### config.mk
export PLATFORM = sky130hd
export DESIGN_NAME = gyro_bias_calibrator
export DESIGN_NICKNAME = d
export VERILOG_FILES = /design/src/rtl/gbc_pkg.sv /design/src/rtl/gyro_bias_calibrator.sv
export SDC_FILE = /design/constraint.sdc
export NUM_CORES = 1
export LEC_CHECK = 0
export BUFFER_PORTS_ARGS = -buffer_cell sky130_fd_sc_hd__buf_2
export CAP_MARGIN = 30
export CORE_MARGIN = 2
export CORE_UTILIZATION = 63
export DETAILED_ROUTE_END_ITERATION = 6
export HOLD_SLACK_MARGIN = 0.1
export PLACE_DENSITY = 0.94
export SETUP_SLACK_MARGIN = 0.2
export SLEW_MARGIN = 20
export SYNTH_ARGS = -nofsm -noshare
export SYNTH_HDL_FRONTEND = slang
export SYNTH_SLANG_ARGS = --single-unit
### constraint.sdc
create_clock -name clock -period 7.56 [get_ports clock]
set_input_delay 0.378 -clock clock [delete_from_list [all_inputs] [get_ports clock]]
set_output_delay 0.378 -clock clock [all_outputs]
set_load 0.01 [all_outputs]
### src/rtl/gbc_pkg.sv
// Types and constants for the gyro bias calibrator.
// No dependencies; imported by the top level, the checker and the testbench.
`timescale 1ns / 1ps

package gbc_pkg;

   localparam int unsigned CSR_ADDR_W = 3;
   localparam int unsigned CSR_DATA_W = 32;

   localparam logic       REG_SETTLE_FRAMES = 1'b0;
   localparam logic [15:0] SETTLE_RESET     = 16'd30;

   localparam logic FUNC_FRAME   = 1'b0;
   localparam logic FUNC_RESTART = 1'b1;

   typedef struct packed {
      logic               func;
      logic signed [15:0] rate_sample;
      logic               sensor_crashed;
   } req_type;

   typedef struct packed {
      logic signed [15:0] rate_corrected;
      logic               calibrating;
   } rsp_type;

endpackage

### src/rtl/gyro_bias_calibrator.sv
// Gyro z-rate zero-bias calibrator, top level.
// Depends on gbc_pkg.
//
// Usage: req_* carries one transfer per IMU frame or restart command
// (valid/ready). rsp_* returns exactly one result per accepted request,
// in order, in the cycle after acceptance. csr_* is an APB-style port; the
// only register, settle_frames, sits at byte address 0 (write while idle).
// Throughput is one transfer per cycle. After the frame that completes the
// sample window, req_ready drops while the bias is divided out by a two-part
// reciprocal multiply (states div1, div2); all other frames pass at full rate.
// Reset (synchronous, active high) restores settle_frames to 30, starts a
// calibration and empties the result register.
// When the receiver stalls, the result register holds its transfer and a
// new request is taken only in a cycle where that register drains or is
// empty.
`timescale 1ns / 1ps

module gyro_bias_calibrator
   import gbc_pkg::*;
#(
   parameter int unsigned CAL_SAMPLES = 256
) (
   input  logic                  clock,
   input  logic                  reset,
   input  logic                  req_valid,
   output logic                  req_ready,
   input  req_type               req_data,
   output logic                  rsp_valid,
   input  logic                  rsp_ready,
   output rsp_type               rsp_data,
   input  logic                  csr_psel,
   input  logic                  csr_penable,
   input  logic                  csr_pwrite,
   input  logic [CSR_ADDR_W-1:0] csr_paddr,
   input  logic [CSR_DATA_W-1:0] csr_pwdata,
   output logic [CSR_DATA_W-1:0] csr_prdata,
   output logic                  csr_pready
);

   localparam int unsigned     DIVISOR  = 2 * CAL_SAMPLES;
   localparam int unsigned     SHIFT    = 34;
   localparam logic [33:0]     RECIP    = 34'(((64'd1 << SHIFT) + DIVISOR - 1) / DIVISOR);
   localparam logic [8:0]      N_TARGET = 9'(CAL_SAMPLES);

   logic [15:0]        settle_frames_ff;
   logic               cal_active_ff, cal_active_in;
   logic [15:0]        settle_left_ff, settle_left_in;
   logic [8:0]         samples_ff, samples_in;
   logic signed [23:0] sum_ff, sum_in;
   logic signed [15:0] bias_ff, bias_in;
   logic               rsp_valid_ff;
   rsp_type            rsp_data_ff, rsp_data_in;
   logic               div1_ff, div1_in;
   logic               div2_ff;
   logic [41:0]        pp_lo_ff, pp_hi_ff;
   logic               neg_ff;

   logic               accept;
   logic [23:0]        mag;
   logic [24:0]        num;
   logic [58:0]        prod;
   logic [15:0]        quot;
   logic signed [16:0] diff;

   assign csr_pready = 1'b1;
   assign csr_prdata = (csr_paddr[2] == REG_SETTLE_FRAMES) ?
                       CSR_DATA_W'(settle_frames_ff) : '0;

   assign req_ready = !div1_ff && !div2_ff && (!rsp_valid_ff || rsp_ready);
   assign accept    = req_valid && req_ready;
   assign rsp_valid = rsp_valid_ff;
   assign rsp_data  = rsp_data_ff;

   // bias = round(sum / N), ties away from zero: floor((2|s| + N) / 2N)
   assign mag  = sum_ff[23] ? 24'(-sum_ff) : 24'(sum_ff);
   assign num  = {mag, 1'b0} + 25'(CAL_SAMPLES);
   assign prod = {pp_hi_ff, 17'b0} + 59'(pp_lo_ff);
   assign quot = prod[SHIFT +: 16];

   always_comb begin
      cal_active_in  = cal_active_ff;
      settle_left_in = settle_left_ff;
      samples_in     = samples_ff;
      sum_in         = sum_ff;
      bias_in        = bias_ff;
      div1_in        = 1'b0;
      rsp_data_in    = rsp_data_ff;
      diff = 17'({req_data.rate_sample[15], req_data.rate_sample})
           - 17'({bias_ff[15], bias_ff});
      if (div2_ff) begin
         bias_in = neg_ff ? 16'(-quot) : 16'(quot);
      end
      if (accept) begin
         if (req_data.func == FUNC_RESTART) begin
            cal_active_in  = 1'b1;
            settle_left_in = settle_frames_ff;
            samples_in     = '0;
            sum_in         = '0;
            bias_in        = '0;
            rsp_data_in    = '{rate_corrected: '0, calibrating: 1'b1};
         end else if (cal_active_ff) begin
            rsp_data_in = '{rate_corrected: '0, calibrating: 1'b1};
            if (settle_left_ff != '0) begin
               settle_left_in = settle_left_ff - 16'd1;
            end else if (!req_data.sensor_crashed) begin
               sum_in     = sum_ff + 24'(req_data.rate_sample);
               samples_in = samples_ff + 9'd1;
               if (samples_in >= N_TARGET) begin
                  cal_active_in = 1'b0;
                  div1_in       = 1'b1;
               end
            end
         end else if (req_data.sensor_crashed) begin
            rsp_data_in = '{rate_corrected: '0, calibrating: 1'b0};
         end else if (diff[16] != diff[15]) begin
            rsp_data_in.rate_corrected = diff[16] ? 16'sh8000 : 16'sh7fff;
            rsp_data_in.calibrating    = 1'b0;
         end else begin
            rsp_data_in = '{rate_corrected: diff[15:0], calibrating: 1'b0};
         end
      end
   end

   always_ff @(posedge clock) begin
      if (reset) begin
         settle_frames_ff <= SETTLE_RESET;
         cal_active_ff    <= 1'b1;
         settle_left_ff   <= SETTLE_RESET;
         samples_ff       <= '0;
         sum_ff           <= '0;
         bias_ff          <= '0;
         rsp_valid_ff     <= 1'b0;
         div1_ff          <= 1'b0;
         div2_ff          <= 1'b0;
      end else begin
         if (csr_psel && csr_penable && csr_pwrite && csr_pready &&
             csr_paddr[2] == REG_SETTLE_FRAMES) begin
            settle_frames_ff <= csr_pwdata[15:0];
         end
         cal_active_ff  <= cal_active_in;
         settle_left_ff <= settle_left_in;
         samples_ff     <= samples_in;
         sum_ff         <= sum_in;
         bias_ff        <= bias_in;
         div1_ff        <= div1_in;
         div2_ff        <= div1_ff;
         if (accept) begin
            rsp_valid_ff <= 1'b1;
         end else if (rsp_ready) begin
            rsp_valid_ff <= 1'b0;
         end
      end
   end

   always_ff @(posedge clock) begin
      rsp_data_ff <= rsp_data_in;
      pp_lo_ff    <= 42'(num) * 42'(RECIP[16:0]);
      pp_hi_ff    <= 42'(num) * 42'(RECIP[33:17]);
      neg_ff      <= sum_ff[23];
   end

endmodule

==> results of run 1 <==
==> power groups by stage <==
| stage | clock (µW) | sequential, µW | combinational (µW) |
|---|---|---|---|
| after floorplan | 0 | 671 | 106 |
| after global placement | 0 | 669 | 140 |
| after detailed placement | 0 | 670 | 143 |
| after CTS | 819 | 656 | 145 |
| after global routing | 850 | 657 | 163 |
| final | 819 | 657 | 147 |
==> sequential cells by signal, indices dropped and copies added, names as in the netlist <==
signal / count
sum_ff: 24
rsp_data: 17
bias_ff: 16
pp_hi_ff: 16
settle_frames_ff: 16
settle_left_ff: 16
samples_ff: 9
cal_active_ff: 1
div1_ff: 1
div2_ff: 1
neg_ff: 1
rsp_valid: 1
==> Yosys cell counts (all sizes together) (3+ instances only) <==
| master | number |
|---|---|
| nor2 | 81 |
| ha | 44 |
| and3 | 5 |
| xor2 | 35 |
| a211o | 5 |
| and2 | 4 |
| o211a | 3 |
| clkbuf | 37 |
| edfxtp | 17 |
| o41ai | 3 |
| a31oi | 8 |
| dfxtp | 102 |
| o22ai | 7 |
| a221oi | 6 |
| or3 | 15 |
| buf | 25 |
| mux2i | 5 |
| nor2b | 23 |
| o211ai | 7 |
| nor3 | 32 |
| nand3b | 5 |
| o31ai | 10 |
| xnor2 | 36 |
| or2 | 3 |
| a211oi | 22 |
| a22oi | 23 |
| and4 | 3 |
| o21a | 6 |
| a21oi | 66 |
| nand3 | 33 |
| inv | 44 |
| nand2 | 102 |
| o21ai | 70 |
| nand2b | 15 |
| a21o | 14 |
| nor4 | 8 |
| nand4 | 7 |
==> cell families (layout without fill, tap and decap cells) <==
group                    count (synthesis)  count (layout)  synth area share, %
AND/OR/NAND/NOR                        345             345                 22.0
AO/OA/AOI/OAI                          269             269                 22.4
flip-flops                             119             119                 32.9
buffers and inverters                  107             156                 6.26
XOR/XNOR                                71              71                 8.02
adder cells (fa/ha/maj)                 47              47                 7.74
multiplexers                             5               5                0.645
other                                    2              17               0.0968
==> placed cells by master, fill, tap and decap left out, drive strengths merged, types with 22 or more instances in the layout <==
master,n
nand2,102
nor2b,23
dfxtp,102
nor3,32
a22oi,23
buf,80
xnor2,36
clkbuf,23
a211oi,22
xor2,35
inv,44
nor2,81
a21oi,66
ha,44
o21ai,70
nand3,33
==> through the flow <==
stage,cell area (µm²),utilization [%],hold slack (ns),setup slack (ns),power (µW)
after CTS,8680,72.3,0.176,4.44,1620
after floorplan,7810,-,0.395,4.75,777
final,8700,72.4,0.173,4.35,1620
after global placement,8080,67.3,0.451,4.32,809
after detailed placement,8080,67.3,0.454,4.26,813
after global routing,8700,72.4,0.185,4.10,1670
==> layout make-up <==
cell class | instances | area [µm²] | share of cell area (%)
flip-flops and latches | 119 | 2550 | 29.3
clock buffers | 23 | 509 | 5.85
clock inverters | 8 | 92.6 | 1.06
multi-input cells | 754 | 4770 | 54.9
inverters | 45 | 169 | 1.94
repair buffers | 80 | 418 | 4.80
well taps | 147 | 184 | 2.11
==> layer usage <==
layer	wire length, µm	up-vias
met4	605	0
li1	-	3541
met3	1280	58
met5	0	-
met1	7820	3384
met2	9250	305
==> path summary, 6_finish.rpt <==
kind | from | depth (start not counted) | slack, ns | to
max | sum_ff[0] | 10 | 4.35 | sum_ff[22]
min | csr_pwdata[3] | 3 | 0.17 | settle_frames_ff[3]
max reg2reg | sum_ff[0] | 10 | 4.35 | sum_ff[22]
min reg2reg | div1_ff | 1 | 0.46 | div2_ff
==> worst min-delay path, cell delays in order <==
cell	delay [ns]
buf_2	0.07
nand2_1	0.04
nand3b_1	0.07
==> flow_summary.ini, run 1 <==
[die]
io_pins = 112
fp.dieW_um = 115
die_h_um = 115
die_area_um2 = 13200
core_area_um2 = 12000
rows = 40
start_util_pct = 64.6

[global_route]
gr-total-overflow = 0
grt_usage_pct = 29.2
grt_use_met1_pct = 35.6
use_met2_pct = 49.6
antenna_found_initial = 0
gr-max-usage-layer = met2
met3_usage_pct = 6.22
grt_max_degree = 57
grt_pass1_wl_mm = 31.1
grt_pass1_vias = 6579

[synth]
ys_seq_elements = 119
synth_largest_area_cell = dfxtp_1
ys_seq_area_share_pct = 32.9
yosysWarnings = 0
synth_top_area_share_pct = 26.3
ys_types = 71
ys.flop_type = dfxtp_1
syn_area_per_cell_um2 = 8.04
synth_cells = 965
yosys-top-cells-area = dfxtp_1, ha_1, edfxtp_1
async_reset_ff_share_pct = 0
synth_edf_count = 17
netlist_area_um2 = 7760

[drt]
drc = 0
routedWlPerCell_um = 16.1
firstDrtPassIters = 5
ant_nets = 0
num_vias = 7288
first_iter_violations = 640
wl_mm = 19.0
vias_per_cell = 6.20

[sta]
fin_crit_sh_pct = 42.4
rsz0062_at_grt = no
tightest_slew_ns = 0.980
tns_ns = 0
maxSlewViolCount = 0
skew_ns = 0.0102
finalHoldViolCount = 0
relSlewSlack_pct = 33.8
fmax_mhz = 312
period_needed_ns = 3.21
setup_violations = 0

[clock_tree]
cts_hold_buf = 0
postCtsSetupBuffers = 0
cts_tree = built
clock_path_buffers = 2
clkSinkCount = 119
cts-root-buf = clkbuf_16
h-tree-depth = 4
cts_resized = 0
clock_latency_ns = 0.42
cts_buffers = 17
clk_pin_slew_worst_paths_ns = 0.06

[run]
cap_violations = 0

[pwr]
intPower_uw = 1240
p_seq_share_pct = 40.5
pwr-share-comb_pct = 9.1
swShare_pct = 23.6
powerDensity_nw_per_um2 = 187
p_leak_uw = 0.00355
switchingPower_uw = 383
power_frac_clock_pct = 50.5
ir_drop_v = 0.000121

[setup_path]
critPathMaxStageDelay_ns = 0.45
cp.arrival_ns = 3.50
slowest_stage = a41oi_1
cp_max_fo = 5
path_delay_family = compound AO/OA/AOI/OAI gates
endpoint_kind = flip-flop
path_cells = ha_1, fa_1, a21oi_1, a2bb2oi_1, a22oi_1, a41oi_1, nor4_1, a2111oi_0, xnor2_1, o21ai_0
path_class = flip-flop to flip-flop
required_ns = 7.85
worst-path-buf-inv = 0
cp-start-kind = flip-flop

[layout]
fillers = 826
drive_gt1_share_pct = 12.1
area_growth_pct = 12.2
nets = 1123
n_antenna_cell = 0
layoutNonFillerInstCount = 1176

[placed_design]
place_congestion = 0.944
placedCellCount = 1144
portBuffers = 76
hpwl_mm = 12.9

[status]
outcome = finished clean

[hold_path]
hp-class = input pin to flip-flop
No activity file was read; power rests on OpenSTA's default activity.
==> run 2, diff against run 1 <==
CORE_UTILIZATION = 58   (was 63)
PLACE_DENSITY = 0.88   (was 0.94)
clock period = 3.1 ns   (was 7.56 ns; I/O delays follow)
==> flow_summary.ini, run 2 (synthesis results as in run 1) <==
[status]
outcome = finished clean

[clock_tree]
clock_latency_ns = 0.42
clock_path_buffers = 2
h-tree-depth = 4
postCtsSetupBuffers = 0
clk_pin_slew_worst_paths_ns = 0.05
clkSinkCount = 119
cts_tree = built
cts_buffers = 17
cts-root-buf = clkbuf_16

[hold_path]
min_delay_path_depth = 3
min_to = rsp_valid
hp-class = input pin to flip-flop
hold_path.startpoint = rsp_ready

[layout]
utilization_pct = 69.5
largest-register = sum_ff
n_antenna_cell = 0
fin_area_um2 = 9130
layout_commonest_cell = dfxtp_1
layoutNonFillerInstCount = 1235
nets = 1153
final_cell_mix = dfxtp_1, nand2_1, nor2_1, buf_2, o21ai_0
area_growth_pct = 17.7
drive_gt1_share_pct = 14.8
fillers = 986
largest_reg_flops = 24

[die]
io_pins = 112
fp.dieW_um = 120
rows = 42
die_h_um = 120
start_util_pct = 59.0
die_area_um2 = 14300
core_area_um2 = 13100

[sta]
tns_ns = 0
setup_slack_ns = 0.338
fin_crit_sh_pct = 89.1
fmax_mhz = 362
setup_violations = 0
maxSlewViolCount = 0
finalHoldViolCount = 0
relSlewSlack_pct = 43.7
skew_ns = 0.0105
tightest_slew_ns = 0.841
rsz0062_at_grt = yes
period_needed_ns = 2.76

[setup_path]
rrSetupSlack_ns = 0.34
critPathMaxStageDelay_ns = 0.58
reg2reg_depth = 11
cp-start-kind = flip-flop
path_cells = or4_1, or3_1, nand2_1, xnor2_1, ha_1, inv_1, a21oi_2, nand2_2, or3_4, nand2_1, o2bb2ai_1
slowest_stage = or4_1
cp.arrival_ns = 3.12
rr_startpoint = sum_ff[3]
worst-path-buf-inv = 1
endpoint_kind = flip-flop
cp_common_cell = nand2_1
path_delay_family = simple AND/OR/NAND/NOR gates
required_ns = 3.45
r2r-end = pp_hi_ff[32]
cp_max_fo = 4
path_class = flip-flop to flip-flop

[drt]
first_iter_violations = 767
num_vias = 7435
drc = 0
firstDrtPassIters = 5
routedWlPerCell_um = 16.3
wl_mm = 20.2
ant_nets = 0
vias_per_cell = 6.02

[placed_design]
dpl_cell_area_um2 = 8230
dpl_worst_slack_ns = 0.113
placedCellCount = 1188
hpwl_mm = 13.4
portBuffers = 76
place_congestion = 0.986

[pwr]
ir_drop_v = 0.000413
powerDensity_nw_per_um2 = 451
p_leak_uw = 0.00373

[global_route]
grt_max_degree = 32
antenna_found_initial = 0
gr-total-overflow = 0
grt_pass1_vias = 6672
grt_pass1_wl_mm = 31.5
grt_usage_pct = 27.3

[run]
cap_violations = 0
-- run 2: final cells by class --
class | count | area [µm²] | share of cell area, %
clock buffer | 24 | 534 | 5.85
sequential | 119 | 2550 | 28.0
multi-input combinational | 754 | 4870 | 53.3
inverter | 45 | 169 | 1.85
tap | 176 | 220 | 2.41
clock inverter | 7 | 110 | 1.21
timing repair buffer | 110 | 676 | 7.40
-- run 2: worst max path at each step --
| stage | from | endpoint | depth (start not counted) |
|---|---|---|---|
| after floorplan | bias_ff[0] | rsp_data[10] | 12 |
| after global placement | req_data[1] | rsp_data[4] | 13 |
| after detailed placement | req_data[1] | rsp_data[11] | 13 |
| after CTS | sum_ff[0] | sum_ff[20] | 10 |
| after global routing | sum_ff[7] | pp_hi_ff[31] | 8 |
| final | sum_ff[3] | pp_hi_ff[32] | 11 |
-- run 2: what timing repair did --
action                                  in CTS  in global routing
hold endpoints to repair                    16                  0
gates resized for setup                      3                 20
gates cloned                                 0                  0
endpoints found under the setup margin      16                 24
pin swaps                                    0                  1
hold buffers                                16                  0
-- run 2: worst reg2reg max path, stage by stage (launching register included) --
cell	delay [ns]
dfxtp_1	0.36
or4_1	0.58
or3_1	0.39
nand2_1	0.09
xnor2_1	0.13
ha_1	0.21
inv_1	0.09
a21oi_2	0.15
nand2_2	0.10
or3_4	0.42
nand2_1	0.07
o2bb2ai_1	0.10
-- run 2: where the power goes --
group          internal, µW  leakage, µW  switching, µW
clock                  1430     0.000322            687
sequential             1590     0.000993           12.7
combinational           154      0.00242            245
-- run 2: through the flow --
| step | power (µW) | hold WS (ns) |
|---|---|---|
| final | 4120 | 0.105 |
| after global placement | 1980 | 0.364 |
| after detailed placement | 1990 | 0.385 |
| after CTS | 4110 | 0.101 |
| after global routing | 4240 | 0.105 |
| after floorplan | 1890 | 0.279 |
-- run 2: routing by layer --
metal / vias up / global-route usage (%) / wire (µm)
li1: 3594 / - / -
met1: 3465 / 32.5 / 8170
met2: 315 / 46.1 / 10000
met3: 61 / 6.18 / 1280
met4: 0 / 14.0 / 715
met5: - / 0 / 0
